===== config.mk =====
export PLATFORM = sky130hd
export DESIGN_NAME = backtracking_maze_carver_flat
export DESIGN_NICKNAME = d
export VERILOG_FILES = /design/src/rtl/bmc_pkg.sv /design/src/rtl/bmc_if.sv /design/src/rtl/backtracking_maze_carver.sv /design/src/rtl/bmc_ram.sv /design/src/rtl/bmc_pick.sv /design/src/flat_wrapper.sv
export SDC_FILE = /design/constraint.sdc
export NUM_CORES = 2
export LEC_CHECK = 0
export ABC_AREA = 1
export BUFFER_PORTS_ARGS = -buffer_cell sky130_fd_sc_hd__buf_2
export CAP_MARGIN = 20
export CORE_MARGIN = 4
export CORE_UTILIZATION = 50
export DETAILED_ROUTE_END_ITERATION = 10
export PLACE_DENSITY = 0.71
export SETUP_SLACK_MARGIN = 0.05
export SYNTH_ARGS = -nofsm -noshare
export SYNTH_HDL_FRONTEND = slang
export SYNTH_HIERARCHICAL = 1
export SYNTH_SLANG_ARGS = --single-unit

===== constraint.sdc =====
create_clock -name clk -period 14.25 [get_ports clk]
set_clock_uncertainty 0.1 [all_clocks]
set_input_delay 1.425 -clock clk [delete_from_list [all_inputs] [get_ports clk]]
set_output_delay 1.425 -clock clk [all_outputs]
set_load 0.02 [all_outputs]

===== src/rtl/bmc_pkg.sv =====
// ----------------------------------------------------------------------------
// bmc_pkg
// Types and constants of the backtracking maze carver.
// ----------------------------------------------------------------------------
package bmc_pkg;

  localparam int RND_W   = 16;
  localparam int COORD_W = 4;
  localparam int VT_W    = 9;

  localparam logic FUNC_STEP    = 1'b0;
  localparam logic FUNC_RESTART = 1'b1;

  typedef enum logic [1:0] {
    KIND_CARVED  = 2'd0,
    KIND_BACK    = 2'd1,
    KIND_DONE    = 2'd2,
    KIND_RESTART = 2'd3
  } kind_t;

  typedef enum logic [1:0] {
    DIR_WEST  = 2'd0,
    DIR_NORTH = 2'd1,
    DIR_EAST  = 2'd2,
    DIR_SOUTH = 2'd3
  } dir_t;

  typedef enum logic [3:0] {
    S_CLEAR,
    S_IDLE,
    S_READ,
    S_DRAIN,
    S_PICK,
    S_CARVE,
    S_POP,
    S_POPW,
    S_FIN
  } state_t;

  typedef struct packed {
    logic found;
    dir_t dir;
  } pick_t;

endpackage


===== src/rtl/bmc_if.sv =====
// ----------------------------------------------------------------------------
// bmc_if
// Valid/ready channels of the maze carver: step requests and step results.
// ----------------------------------------------------------------------------
interface bmc_in_if;
  logic                        valid;
  logic                        ready;
  logic                        func;
  logic [bmc_pkg::RND_W-1:0]   random_word;

  modport source (output valid, output func, output random_word, input ready);
  modport sink   (input valid, input func, input random_word, output ready);
endinterface

interface bmc_out_if;
  logic                        valid;
  logic                        ready;
  logic [1:0]                  kind;
  logic [bmc_pkg::COORD_W-1:0] from_x;
  logic [bmc_pkg::COORD_W-1:0] from_y;
  logic [bmc_pkg::COORD_W-1:0] to_x;
  logic [bmc_pkg::COORD_W-1:0] to_y;
  logic [1:0]                  wall_dir;
  logic [bmc_pkg::VT_W-1:0]    visited_total;

  modport source (output valid, output kind, output from_x, output from_y, output to_x,
                  output to_y, output wall_dir, output visited_total, input ready);
  modport sink   (input valid, input kind, input from_x, input from_y, input to_x,
                  input to_y, input wall_dir, input visited_total, output ready);
endinterface


===== src/rtl/backtracking_maze_carver.sv =====
// ----------------------------------------------------------------------------
// backtracking_maze_carver
// Depth-first maze carve, one step per transaction, with the visited map and
// the path stack held in synchronous RAMs.
// ----------------------------------------------------------------------------
//  channel  | dir | payload                                      | handshake
//  in_chan  | in  | func, random_word                            | valid/ready
//  out_chan | out | kind, from/to x,y, wall_dir, visited_total   | valid/ready
//
//  a step makes four neighbour reads through the single read port of the
//  visited RAM, then a pick and a write back, or a stack pop on a backtrack
//  reset and restart run a clearing pass over the visited RAM, all
//  2**(clog2(GRID_WIDTH) + clog2(GRID_HEIGHT)) entries, with in_chan.ready low
//  a new transaction is taken while the previous result waits in the
//  output register; a result that finds that register full waits for it
// ----------------------------------------------------------------------------
module backtracking_maze_carver #(
  parameter int GRID_WIDTH  = 16,
  parameter int GRID_HEIGHT = 16
) (
  input  logic       clk,
  input  logic       rst_n,
  bmc_in_if.sink     in_chan,
  bmc_out_if.source  out_chan
);

  localparam int XW     = $clog2(GRID_WIDTH);
  localparam int YW     = $clog2(GRID_HEIGHT);
  localparam int AW     = XW + YW;
  localparam int MDEPTH = 1 << AW;
  localparam int NCELLS = GRID_WIDTH * GRID_HEIGHT;
  localparam int SAW    = $clog2(NCELLS);
  localparam int CNTW   = $clog2(NCELLS + 1);

  bmc_pkg::state_t state_r, state_nxt;

  logic [XW-1:0]   cur_x_r, cur_x_nxt;
  logic [YW-1:0]   cur_y_r, cur_y_nxt;
  logic [XW-1:0]   from_x_r, from_x_nxt;
  logic [YW-1:0]   from_y_r, from_y_nxt;
  logic [XW-1:0]   to_x_r, to_x_nxt;
  logic [YW-1:0]   to_y_r, to_y_nxt;
  logic [CNTW-1:0] depth_r, depth_nxt;
  logic [CNTW-1:0] count_r, count_nxt;
  logic [bmc_pkg::RND_W-1:0] rnd_r, rnd_nxt;
  logic [AW-1:0]   clr_addr_r, clr_addr_nxt;
  logic            restart_r, restart_nxt;
  logic [3:0]      cand_r, cand_nxt;
  logic [1:0]      rd_dir_r, rd_dir_nxt;
  logic            rd_vld_r, rd_vld_nxt;
  logic [1:0]      rd_tag_r, rd_tag_nxt;
  logic            rd_inb_r, rd_inb_nxt;
  bmc_pkg::kind_t  res_kind_r, res_kind_nxt;
  bmc_pkg::dir_t   res_dir_r, res_dir_nxt;

  logic            out_valid_r, out_valid_nxt;
  logic [1:0]      out_kind_r, out_kind_nxt;
  logic [bmc_pkg::COORD_W-1:0] out_from_x_r, out_from_x_nxt;
  logic [bmc_pkg::COORD_W-1:0] out_from_y_r, out_from_y_nxt;
  logic [bmc_pkg::COORD_W-1:0] out_to_x_r, out_to_x_nxt;
  logic [bmc_pkg::COORD_W-1:0] out_to_y_r, out_to_y_nxt;
  logic [1:0]      out_dir_r, out_dir_nxt;
  logic [bmc_pkg::VT_W-1:0] out_total_r, out_total_nxt;

  logic            in_acc;
  logic            out_free;
  logic            done;
  logic [CNTW-1:0] depth_m1;
  logic [XW-1:0]   x_dec, x_inc;
  logic [YW-1:0]   y_dec, y_inc;

  logic            vis_we;
  logic [AW-1:0]   vis_waddr;
  logic            vis_wdata;
  logic [AW-1:0]   vis_raddr;
  logic            vis_rdata;

  logic            stk_we;
  logic [SAW-1:0]  stk_waddr;
  logic [AW-1:0]   stk_wdata;
  logic [SAW-1:0]  stk_raddr;
  logic [AW-1:0]   stk_rdata;

  bmc_pkg::pick_t  pick;

  bmc_ram #(.WIDTH(1), .DEPTH(MDEPTH)) u_visited (
    .clk   (clk),
    .we    (vis_we),
    .waddr (vis_waddr),
    .wdata (vis_wdata),
    .raddr (vis_raddr),
    .rdata (vis_rdata)
  );

  bmc_ram #(.WIDTH(AW), .DEPTH(NCELLS)) u_stack (
    .clk   (clk),
    .we    (stk_we),
    .waddr (stk_waddr),
    .wdata (stk_wdata),
    .raddr (stk_raddr),
    .rdata (stk_rdata)
  );

  bmc_pick u_pick (
    .cand (cand_r),
    .rnd  (rnd_r),
    .pick (pick)
  );

  assign in_chan.ready = (state_r == bmc_pkg::S_IDLE);
  assign in_acc        = in_chan.valid && in_chan.ready;
  assign out_free      = !out_valid_r || out_chan.ready;
  assign done          = (count_r >= CNTW'(NCELLS));
  assign depth_m1      = depth_r - 1'b1;
  assign x_dec         = cur_x_r - 1'b1;
  assign x_inc         = cur_x_r + 1'b1;
  assign y_dec         = cur_y_r - 1'b1;
  assign y_inc         = cur_y_r + 1'b1;

  // next state
  always_comb begin
    state_nxt = state_r;
    case (state_r)
      bmc_pkg::S_CLEAR: begin
        if (clr_addr_r == '1) begin
          state_nxt = restart_r ? bmc_pkg::S_FIN : bmc_pkg::S_IDLE;
        end
      end
      bmc_pkg::S_IDLE: begin
        if (in_acc) begin
          if (in_chan.func == bmc_pkg::FUNC_RESTART) begin
            state_nxt = bmc_pkg::S_CLEAR;
          end else if (done) begin
            state_nxt = bmc_pkg::S_FIN;
          end else begin
            state_nxt = bmc_pkg::S_READ;
          end
        end
      end
      bmc_pkg::S_READ: begin
        if (rd_dir_r == bmc_pkg::DIR_SOUTH) begin
          state_nxt = bmc_pkg::S_DRAIN;
        end
      end
      bmc_pkg::S_DRAIN: state_nxt = bmc_pkg::S_PICK;
      bmc_pkg::S_PICK:  state_nxt = pick.found ? bmc_pkg::S_CARVE : bmc_pkg::S_POP;
      bmc_pkg::S_CARVE: state_nxt = bmc_pkg::S_FIN;
      bmc_pkg::S_POP:   state_nxt = (depth_r != '0) ? bmc_pkg::S_POPW : bmc_pkg::S_FIN;
      bmc_pkg::S_POPW:  state_nxt = bmc_pkg::S_FIN;
      bmc_pkg::S_FIN: begin
        if (out_free) begin
          state_nxt = bmc_pkg::S_IDLE;
        end
      end
      default: state_nxt = bmc_pkg::S_IDLE;
    endcase
  end

  // datapath and memory controls
  always_comb begin
    cur_x_nxt      = cur_x_r;
    cur_y_nxt      = cur_y_r;
    from_x_nxt     = from_x_r;
    from_y_nxt     = from_y_r;
    to_x_nxt       = to_x_r;
    to_y_nxt       = to_y_r;
    depth_nxt      = depth_r;
    count_nxt      = count_r;
    rnd_nxt        = rnd_r;
    clr_addr_nxt   = clr_addr_r;
    restart_nxt    = restart_r;
    cand_nxt       = cand_r;
    rd_dir_nxt     = rd_dir_r;
    rd_vld_nxt     = 1'b0;
    rd_tag_nxt     = rd_tag_r;
    rd_inb_nxt     = rd_inb_r;
    res_kind_nxt   = res_kind_r;
    res_dir_nxt    = res_dir_r;
    out_valid_nxt  = out_valid_r && !out_chan.ready;
    out_kind_nxt   = out_kind_r;
    out_from_x_nxt = out_from_x_r;
    out_from_y_nxt = out_from_y_r;
    out_to_x_nxt   = out_to_x_r;
    out_to_y_nxt   = out_to_y_r;
    out_dir_nxt    = out_dir_r;
    out_total_nxt  = out_total_r;

    vis_we    = 1'b0;
    vis_waddr = {to_y_r, to_x_r};
    vis_wdata = 1'b1;
    vis_raddr = {cur_y_r, x_dec};
    stk_we    = 1'b0;
    stk_waddr = depth_r[SAW-1:0];
    stk_wdata = {cur_y_r, cur_x_r};
    stk_raddr = depth_m1[SAW-1:0];

    // neighbour bit returns in the cycle after its read
    if (rd_vld_r) begin
      cand_nxt[rd_tag_r] = rd_inb_r && !vis_rdata;
    end

    case (state_r)
      bmc_pkg::S_CLEAR: begin
        vis_we       = 1'b1;
        vis_waddr    = clr_addr_r;
        vis_wdata    = (clr_addr_r == '0);
        clr_addr_nxt = clr_addr_r + 1'b1;
      end
      bmc_pkg::S_IDLE: begin
        if (in_acc) begin
          from_x_nxt  = cur_x_r;
          from_y_nxt  = cur_y_r;
          to_x_nxt    = cur_x_r;
          to_y_nxt    = cur_y_r;
          rnd_nxt     = in_chan.random_word;
          rd_dir_nxt  = bmc_pkg::DIR_WEST;
          cand_nxt    = 4'd0;
          res_dir_nxt = bmc_pkg::DIR_WEST;
          if (in_chan.func == bmc_pkg::FUNC_RESTART) begin
            restart_nxt  = 1'b1;
            clr_addr_nxt = '0;
            cur_x_nxt    = '0;
            cur_y_nxt    = '0;
            to_x_nxt     = '0;
            to_y_nxt     = '0;
            depth_nxt    = '0;
            count_nxt    = CNTW'(1);
            res_kind_nxt = bmc_pkg::KIND_RESTART;
          end else if (done) begin
            res_kind_nxt = bmc_pkg::KIND_DONE;
          end
        end
      end
      bmc_pkg::S_READ: begin
        rd_vld_nxt = 1'b1;
        rd_tag_nxt = rd_dir_r;
        rd_dir_nxt = rd_dir_r + 2'd1;
        case (rd_dir_r)
          bmc_pkg::DIR_WEST: begin
            vis_raddr  = {cur_y_r, x_dec};
            rd_inb_nxt = (cur_x_r != '0);
          end
          bmc_pkg::DIR_NORTH: begin
            vis_raddr  = {y_dec, cur_x_r};
            rd_inb_nxt = (cur_y_r != '0);
          end
          bmc_pkg::DIR_EAST: begin
            vis_raddr  = {cur_y_r, x_inc};
            rd_inb_nxt = (cur_x_r != XW'(GRID_WIDTH - 1));
          end
          default: begin
            vis_raddr  = {y_inc, cur_x_r};
            rd_inb_nxt = (cur_y_r != YW'(GRID_HEIGHT - 1));
          end
        endcase
      end
      bmc_pkg::S_PICK: begin
        res_dir_nxt = pick.dir;
        if (pick.found) begin
          res_kind_nxt = bmc_pkg::KIND_CARVED;
          case (pick.dir)
            bmc_pkg::DIR_WEST:  to_x_nxt = x_dec;
            bmc_pkg::DIR_NORTH: to_y_nxt = y_dec;
            bmc_pkg::DIR_EAST:  to_x_nxt = x_inc;
            default:            to_y_nxt = y_inc;
          endcase
        end else begin
          res_kind_nxt = bmc_pkg::KIND_BACK;
          res_dir_nxt  = bmc_pkg::DIR_WEST;
        end
      end
      bmc_pkg::S_CARVE: begin
        vis_we    = 1'b1;
        stk_we    = (depth_r < CNTW'(NCELLS));
        depth_nxt = stk_we ? depth_r + 1'b1 : depth_r;
        count_nxt = count_r + 1'b1;
        cur_x_nxt = to_x_r;
        cur_y_nxt = to_y_r;
      end
      bmc_pkg::S_POP: begin
        if (depth_r != '0) begin
          depth_nxt = depth_m1;
        end
      end
      bmc_pkg::S_POPW: begin
        cur_x_nxt = stk_rdata[XW-1:0];
        cur_y_nxt = stk_rdata[AW-1:XW];
        to_x_nxt  = stk_rdata[XW-1:0];
        to_y_nxt  = stk_rdata[AW-1:XW];
      end
      bmc_pkg::S_FIN: begin
        if (out_free) begin
          restart_nxt    = 1'b0;
          out_valid_nxt  = 1'b1;
          out_kind_nxt   = res_kind_r;
          out_from_x_nxt = bmc_pkg::COORD_W'(from_x_r);
          out_from_y_nxt = bmc_pkg::COORD_W'(from_y_r);
          out_to_x_nxt   = bmc_pkg::COORD_W'(to_x_r);
          out_to_y_nxt   = bmc_pkg::COORD_W'(to_y_r);
          out_dir_nxt    = res_dir_r;
          out_total_nxt  = bmc_pkg::VT_W'(count_r);
        end
      end
      default: begin
        rd_vld_nxt = 1'b0;
      end
    endcase
  end

  always_ff @(posedge clk) begin
    if (!rst_n) begin
      state_r     <= bmc_pkg::S_CLEAR;
      clr_addr_r  <= '0;
      restart_r   <= 1'b0;
      cur_x_r     <= '0;
      cur_y_r     <= '0;
      depth_r     <= '0;
      count_r     <= CNTW'(1);
      rd_vld_r    <= 1'b0;
      out_valid_r <= 1'b0;
    end else begin
      state_r     <= state_nxt;
      clr_addr_r  <= clr_addr_nxt;
      restart_r   <= restart_nxt;
      cur_x_r     <= cur_x_nxt;
      cur_y_r     <= cur_y_nxt;
      depth_r     <= depth_nxt;
      count_r     <= count_nxt;
      rd_vld_r    <= rd_vld_nxt;
      out_valid_r <= out_valid_nxt;
    end
  end

  always_ff @(posedge clk) begin
    from_x_r     <= from_x_nxt;
    from_y_r     <= from_y_nxt;
    to_x_r       <= to_x_nxt;
    to_y_r       <= to_y_nxt;
    rnd_r        <= rnd_nxt;
    cand_r       <= cand_nxt;
    rd_dir_r     <= rd_dir_nxt;
    rd_tag_r     <= rd_tag_nxt;
    rd_inb_r     <= rd_inb_nxt;
    res_kind_r   <= res_kind_nxt;
    res_dir_r    <= res_dir_nxt;
    out_kind_r   <= out_kind_nxt;
    out_from_x_r <= out_from_x_nxt;
    out_from_y_r <= out_from_y_nxt;
    out_to_x_r   <= out_to_x_nxt;
    out_to_y_r   <= out_to_y_nxt;
    out_dir_r    <= out_dir_nxt;
    out_total_r  <= out_total_nxt;
  end

  assign out_chan.valid         = out_valid_r;
  assign out_chan.kind          = out_kind_r;
  assign out_chan.from_x        = out_from_x_r;
  assign out_chan.from_y        = out_from_y_r;
  assign out_chan.to_x          = out_to_x_r;
  assign out_chan.to_y          = out_to_y_r;
  assign out_chan.wall_dir      = out_dir_r;
  assign out_chan.visited_total = out_total_r;

endmodule


===== src/rtl/bmc_ram.sv =====
// ----------------------------------------------------------------------------
// bmc_ram
// Simple dual-port RAM: one write port, one read port with registered data.
// ----------------------------------------------------------------------------
module bmc_ram #(
  parameter int WIDTH = 8,
  parameter int DEPTH = 256
) (
  input  logic                     clk,
  input  logic                     we,
  input  logic [$clog2(DEPTH)-1:0] waddr,
  input  logic [WIDTH-1:0]         wdata,
  input  logic [$clog2(DEPTH)-1:0] raddr,
  output logic [WIDTH-1:0]         rdata
);

  logic [WIDTH-1:0] mem [DEPTH];
  logic [WIDTH-1:0] rdata_r;

  always_ff @(posedge clk) begin
    if (we) begin
      mem[waddr] <= wdata;
    end
    rdata_r <= mem[raddr];
  end

  assign rdata = rdata_r;

endmodule


===== src/rtl/bmc_pick.sv =====
// ----------------------------------------------------------------------------
// bmc_pick
// Chooses one open neighbour: random word modulo the open count, then the
// matching set bit in west, north, east, south order.
// ----------------------------------------------------------------------------
module bmc_pick (
  input  logic [3:0]                cand,
  input  logic [bmc_pkg::RND_W-1:0] rnd,
  output bmc_pkg::pick_t            pick
);

  // 4 = 1 mod 3, so base-4 digit sums keep the residue
  function automatic logic [1:0] mod3(input logic [bmc_pkg::RND_W-1:0] v);
    logic [4:0] s;
    logic [2:0] t;
    s = '0;
    for (int i = 0; i < bmc_pkg::RND_W / 2; i++) begin
      s = s + 5'(v[2*i +: 2]);
    end
    t = 3'(s[1:0]) + 3'(s[3:2]) + 3'(s[4]);
    if (t >= 3'd6) begin
      t = t - 3'd6;
    end else if (t >= 3'd3) begin
      t = t - 3'd3;
    end
    return t[1:0];
  endfunction

  logic [2:0] n;
  logic [1:0] idx;
  logic [1:0] seen;
  logic       hit;

  always_comb begin
    n = 3'(cand[0]) + 3'(cand[1]) + 3'(cand[2]) + 3'(cand[3]);
    case (n)
      3'd2:    idx = {1'b0, rnd[0]};
      3'd3:    idx = mod3(rnd);
      3'd4:    idx = rnd[1:0];
      default: idx = 2'd0;
    endcase

    seen      = 2'd0;
    hit       = 1'b0;
    pick.dir  = bmc_pkg::DIR_WEST;
    for (int d = 0; d < 4; d++) begin
      if (cand[d]) begin
        if (!hit && seen == idx) begin
          pick.dir = bmc_pkg::dir_t'(d[1:0]);
          hit      = 1'b1;
        end
        seen = seen + 2'd1;
      end
    end
    pick.found = (n != 3'd0);
  end

endmodule


===== src/flat_wrapper.sv =====
// flat-port wrapper written by rule: the top's interface ports become plain ports
module backtracking_maze_carver_flat 
#(
  parameter int GRID_WIDTH  = 16,
  parameter int GRID_HEIGHT = 16
)
  (clk, rst_n, in_chan_valid, in_chan_func, in_chan_random_word, in_chan_ready, out_chan_valid, out_chan_kind, out_chan_from_x, out_chan_from_y, out_chan_to_x, out_chan_to_y, out_chan_wall_dir, out_chan_visited_total, out_chan_ready);
  bmc_in_if in_chan_i ();
  bmc_out_if out_chan_i ();
  input  logic clk;
  input  logic rst_n;
  input wire logic [$bits(in_chan_i.valid)-1:0] in_chan_valid;
  input wire logic [$bits(in_chan_i.func)-1:0] in_chan_func;
  input wire logic [$bits(in_chan_i.random_word)-1:0] in_chan_random_word;
  output wire logic [$bits(in_chan_i.ready)-1:0] in_chan_ready;
  output wire logic [$bits(out_chan_i.valid)-1:0] out_chan_valid;
  output wire logic [$bits(out_chan_i.kind)-1:0] out_chan_kind;
  output wire logic [$bits(out_chan_i.from_x)-1:0] out_chan_from_x;
  output wire logic [$bits(out_chan_i.from_y)-1:0] out_chan_from_y;
  output wire logic [$bits(out_chan_i.to_x)-1:0] out_chan_to_x;
  output wire logic [$bits(out_chan_i.to_y)-1:0] out_chan_to_y;
  output wire logic [$bits(out_chan_i.wall_dir)-1:0] out_chan_wall_dir;
  output wire logic [$bits(out_chan_i.visited_total)-1:0] out_chan_visited_total;
  input wire logic [$bits(out_chan_i.ready)-1:0] out_chan_ready;
  assign in_chan_i.valid = in_chan_valid;
  assign in_chan_i.func = in_chan_func;
  assign in_chan_i.random_word = in_chan_random_word;
  assign in_chan_ready = in_chan_i.ready;
  assign out_chan_valid = out_chan_i.valid;
  assign out_chan_kind = out_chan_i.kind;
  assign out_chan_from_x = out_chan_i.from_x;
  assign out_chan_from_y = out_chan_i.from_y;
  assign out_chan_to_x = out_chan_i.to_x;
  assign out_chan_to_y = out_chan_i.to_y;
  assign out_chan_wall_dir = out_chan_i.wall_dir;
  assign out_chan_visited_total = out_chan_i.visited_total;
  assign out_chan_i.ready = out_chan_ready;
  backtracking_maze_carver #(.GRID_WIDTH(GRID_WIDTH), .GRID_HEIGHT(GRID_HEIGHT)) u_core (.clk(clk), .rst_n(rst_n), .in_chan(in_chan_i), .out_chan(out_chan_i));
endmodule

-- Yosys cells after proc, flatten, opt, wreduce, memory -nomap -nowiden
Memories as Yosys holds them, arrays and structs flattened. A register that Yosys moved wholly into a read port is not among the register bits.
Index checks and enable logic that the tools add are counted.
- register bits: 115
- RAM bits: 2304
- bits of input ports: 21
- output and inout bits: 31
- word-level logic and storage cells: 224
- memories kept: 2
- memories (memory ; depth ; bits a word ; read ports ; clocked after memory_dff ; write ports ; line ; text):
    u_core.u_stack.mem ; 256 ; 8 ; 1 ; 1 ; 1 ; bmc_ram.sv:17 ; logic [WIDTH-1:0] mem [DEPTH];
    u_core.u_visited.mem ; 256 ; 1 ; 1 ; 1 ; 1 ; bmc_ram.sv:17 ;
- add/sub/neg operators: 25
- magnitude comparators: 6
- eq/ne operators: 33
- muxes and demuxes: 84
- reduce and logical (&&, ||, !) cells: 47
- operators by type and width (operator ; number):
    2-to-1 mux 4 bit ; 17
    2-to-1 mux 9 bit ; 6
    case mux 4 bit (3 select lines) ; 4
    2-to-1 mux 8 bit ; 4
    case mux 4 bit (8 select lines) ; 1
    2-to-1 mux 2 bit ; 14
    case mux 9 bit (3 select lines) ; 1
    2-to-1 mux 1 bit ; 24
    case mux 8 bit (3 select lines) ; 1
    adder 5 x 2 -> 5 bit ; 4
    adder 9 x 1 -> 9 bit (second input constant) ; 2
    case mux 9 bit (2 select lines) ; 1
    == test 4 x 3 -> 1 bit (second input constant) ; 4
    case mux 4 bit (2 select lines) ; 2
    case mux 8 bit (2 select lines) ; 1
    AND reduction 4 bit ; 4
    inequality test 2 x 1 -> 1 bit (second input constant) ; 6
    case mux 2 bit (2 select lines) ; 3
    nonzero test 3 bit ; 4
    AND reduction 2 bit ; 5
    nonzero test 2 bit ; 5
    adder 3 x 1 -> 3 bit ; 3
    greater-or-equal comparator 9 bit (second input constant) ; 1
    less-than comparator 9 bit (second input constant) ; 1
    other kinds (42) ; 77

-- Longest topological paths before layout
- depth in word-level cells: 33
- gate-level depth with buffers: 34
- gate-level depth less buffers: 34

-- By module
The synthesis kept the hierarchy.
- by module, submodules not included (module ; instances ; cells an instance ; area each (um^2) ; seq. area each (um^2)):
    bmc_ram at u_core.u_stack ; 1 ; 7003 ; 83396.2 ; 61659.1
    bmc_ram at u_core.u_visited ; 1 ; 1184 ; 11717.5 ; 7707.4
    backtracking_maze_carver ; 1 ; 679 ; 5745.5 ; 3002.9
    bmc_pick ; 1 ; 112 ; 820.8 ; 0.0

-- Least setup slack after synthesis
No wires, ideal clock.
- path type: reg2reg
- from: register u_core.clr_addr_r[0]
- to: memory u_core.u_visited.mem[0] (data pin)
- library setup time: 2187 ps
- arrival: 10529 ps
- required time: 11963 ps
- slack: 1435 ps
- cell stages (with the launch flop): 5
- buffers on the path: 0
- period minus slack after synthesis: 12815 ps
- cells stage by stage: dfxtp_1 > inv_1 > ha_1 > nand3_1 > o21ai_0
- cells in the longest elaborated chain, start to end: 2
- ends and longest elaborated chain (what ; line ; text):
    start: declaration ; backtracking_maze_carver.sv:46 ; logic [AW-1:0] clr_addr_r, clr_addr_nxt;
    start signal: assignment ; backtracking_maze_carver.sv:323 ; clr_addr_r <= clr_addr_nxt;
    logical NOT 8 bit ; backtracking_maze_carver.sv:206 ; vis_wdata = (clr_addr_r == '0);
    2-to-1 mux 1 bit ; backtracking_maze_carver.sv:202 ; case (state_r)
    via u_core.vis_wdata ; backtracking_maze_carver.sv:74 ; logic vis_wdata;
    end: declaration ; bmc_ram.sv:17 ;
The timed path passes the listed nets, and every way through them passes these cells.

==> metrics.cfg <==
[floorplan]
ios=52
die_area_sq_mm=0.211
fp.dieH_um=459
start_util_pct=50.3
core_sq_mm=0.202
fp.dieW_um=459
rows=165

[yosys]
synth_cell_types=41
synth_nets=9039
mappedNetlistArea_sq_mm=0.102
avgSynthCellArea_sq_um=11.3
netlist_instances=8978
ys_seq_area_share_pct=71.2
yosys_warnings=6
synth_seq_cells=2428

[final_layout]
layout.cells.most_common_list=2566 x nand2_1, 2374 x edfxtp_1, 2337 x nand3_1
final_cell_area_sq_mm=0.111
final_common_cell=nand2_1
drive_gt1_share_pct=5.87
layout.nets=8832
post-route-util_pct=54.7
syn_to_final_growth_pct=8.78

[route]
drtAntennaViolNets=0
totalWireLength_um=266000
wl_per_cell_um=22.8
drc=0
via_count=69700
drt_first_iter_violations=9918
vias_per_cell=5.99
first_pass_iters=7

[timing]
finalSetupTns_ns=0
worstMarginPinSlew_ns=1.27
fmax_mhz=148
finalCriticalPeriod_ns=6.74
hold_viol_final=0
slew_headroom_pct=15.3
setup_viol=0
whs_ns=0.319
drv_slew=0
fin_crit_sh_pct=47.3
rsz0062_at_grt=false

[critical_path]
crit_family=adder cells
cpMostUsedCell=nand2_1
critPathMaxFanout=6
rr_endpoint=u_core/to_y_r[2]$_DFFE_PP_
end_kind=flip-flop
critPathLaunchType=flip-flop
ff2ff_setup_slack_ns=7.51
crit_start=u_core/rnd_r[1]$_DFFE_PP_
crit_end=u_core/to_y_r[2]$_DFFE_PP_
critPathArrivalTime_ns=7.21
r2r_start=u_core/rnd_r[1]$_DFFE_PP_
rr_worst_depth=31
cp_num_buf_inv=5
crit_type=reg2reg
required_ns=14.72
cp.depth=31
crit_slowest_cell=fa_1
cpPeakStageDelay_ns=0.59

[clock_tree]
cts_tree=built
numCtsBuffers=228
clock-sinks=2428
cts_post_setup_buffers_inserted=0
root_buffer=clkbuf_16
cts_max_level=4
clock_latency_ns=0.86
clk_pin_slew_ns=0.06
postCtsResizedCells=0
cts-hold-fix-buffers=0
cts.path.max_buffers=3

[placement]
gp_congestion=0.889
dp_hpwl_um=148000
port_buffers=51
place_area_sq_mm=0.103

[grt]
track_usage_pct=24.6
grt_first_pass_wirelength_um=401000
first_global_vias=65300
grt-ovfl-total=0
grt_max_degree=253
antenna_found_initial=3

[flow_run]
max_cap_violations=0

[power]
power_density_mw_per_mm2=159
ir_drop_mv=0.167
cellLeakagePower_nw=38.6

[worst_hold_path]
hold_class=reg2reg

[outcome]
status=finished, final reports clean

-- metrics by stage --
step	power [mW]	instances	setup WS, ns
global route	18.2	11600	7.05
CTS	17.5	11600	7.54
floorplan	10.6	8978	1.43
finish	17.5	11600	7.51
detailed placement	11.7	11200	7.58
global placement	11.6	11200	7.58
-- sequential cells by signal, summed over array words and instances, names as in the netlist, 8 cells and up --
| register | count |
|---|---|
| u_core/clr_addr_r | 8 |
| u_core/out_chan.visited_total | 9 |
| u_core/u_stack/rdata | 8 |
| u_core/u_visited/mem | 256 |
| u_core/count_r | 9 |
| u_core/rnd_r | 16 |
| u_core/u_stack/mem | 2048 |
| u_core/depth_r | 9 |
-- cells by family (layout without fill, tap and decap cells) --
group / after synthesis / count (layout) / synth area share, %
simple gates: 5590 / 5590 / 23.7
xor+xnor: 14 / 14 / 0.121
buf+inv: 768 / 755 / 3.69
compound gates: 138 / 138 / 0.727
other cells: 0 / 1 / 0
fa+ha+maj: 40 / 40 / 0.596
flops: 2428 / 2428 / 71.2
-- routing by layer --
| metal | share of wire [%] | routed length (um) | track usage, % | vias up |
|---|---|---|---|---|
| met5 | 0 | 0 | 0 | - |
| met4 | 3.5 | 9230 | 8.66 | 0 |
| met3 | 11 | 30000 | 4.98 | 554 |
| met2 | 47 | 124000 | 38.5 | 4086 |
| met1 | 39 | 102000 | 34.4 | 34000 |
| li1 | - | - | - | 31100 |
-- area by class of cell --
type | instances | area, sq um
Fill cell | 16500 | 91700
Sequential cell | 2428 | 72400
Multi-Input combinational cell | 5782 | 25600
Clock buffer | 299 | 6180
Tap cell | 2672 | 3340
Timing Repair Buffer | 148 | 1210
Clock inverter | 125 | 1090
Inverter | 183 | 737
Antenna cell | 1 | 2.50
-- cells in the mapped netlist, drive strengths merged --
library cell  number  area share (%)
a21boi             1          0.0074
buf              422             2.4
inv              182            0.67
nor3              10           0.054
xor2              11           0.095
nand3b             6           0.044
or2                6           0.037
fa                14            0.28
a21o               1          0.0074
a211o              1          0.0086
edfxtp          2374              70
o21ai             60            0.30
a22oi              1          0.0074
clkinv             1          0.0037
nand3           2340              12
nor2             632             2.4
o221ai             3           0.026
o211ai             6           0.044
a211oi             1          0.0074
clkbuf           163            0.60
a21oi             63            0.31
o22ai              1          0.0062
ha                26            0.32
xnor2              3           0.026
nand4             16           0.098
nand2           2580             9.6
dfxtp             54             1.1
-- worst min-delay path by stage --
stage / depth (start not counted) / endpoint / start / slack [ns]
finish: 0 / u_core/out_chan.from_y[0]$_DFFE_PP_ / u_core/from_y_r[0]$_DFFE_PP_ / 0.32
floorplan: 0 / u_core/out_chan.from_x[0]$_DFFE_PP_ / u_core/from_x_r[0]$_DFFE_PP_ / 0.30
global route: 0 / u_core/out_chan.wall_dir[0]$_DFFE_PP_ / u_core/res_dir_r[0]$_SDFFCE_PN0P_ / 0.32
detailed placement: 0 / u_core/out_chan.from_y[0]$_DFFE_PP_ / u_core/from_y_r[0]$_DFFE_PP_ / 0.30
CTS: 0 / u_core/out_chan.wall_dir[0]$_DFFE_PP_ / u_core/res_dir_r[0]$_SDFFCE_PN0P_ / 0.32
global placement: 0 / u_core/out_chan.from_y[3]$_DFFE_PP_ / u_core/from_y_r[3]$_DFFE_PP_ / 0.30
-- worst reg2reg max path: cells and delay by family, from the launching register on --
family | cells | cell delay [ns]
flip-flops | 1 | 0.36
adder cells (fa/ha/maj) | 9 | 3.92
AND/OR/NAND/NOR | 15 | 1.53
AO/OA/AOI/OAI | 2 | 0.22
buffers and inverters | 5 | 0.36
-- power breakdown --
| group | switching (mW) | internal (mW) | total, mW |
|---|---|---|---|
| registers | 0.131 | 8.35 | 8.48 |
| logic | 2.43 | 0.729 | 3.16 |
| clock network | 2.60 | 3.30 | 5.90 |
(Power assumes the default switching activity.)
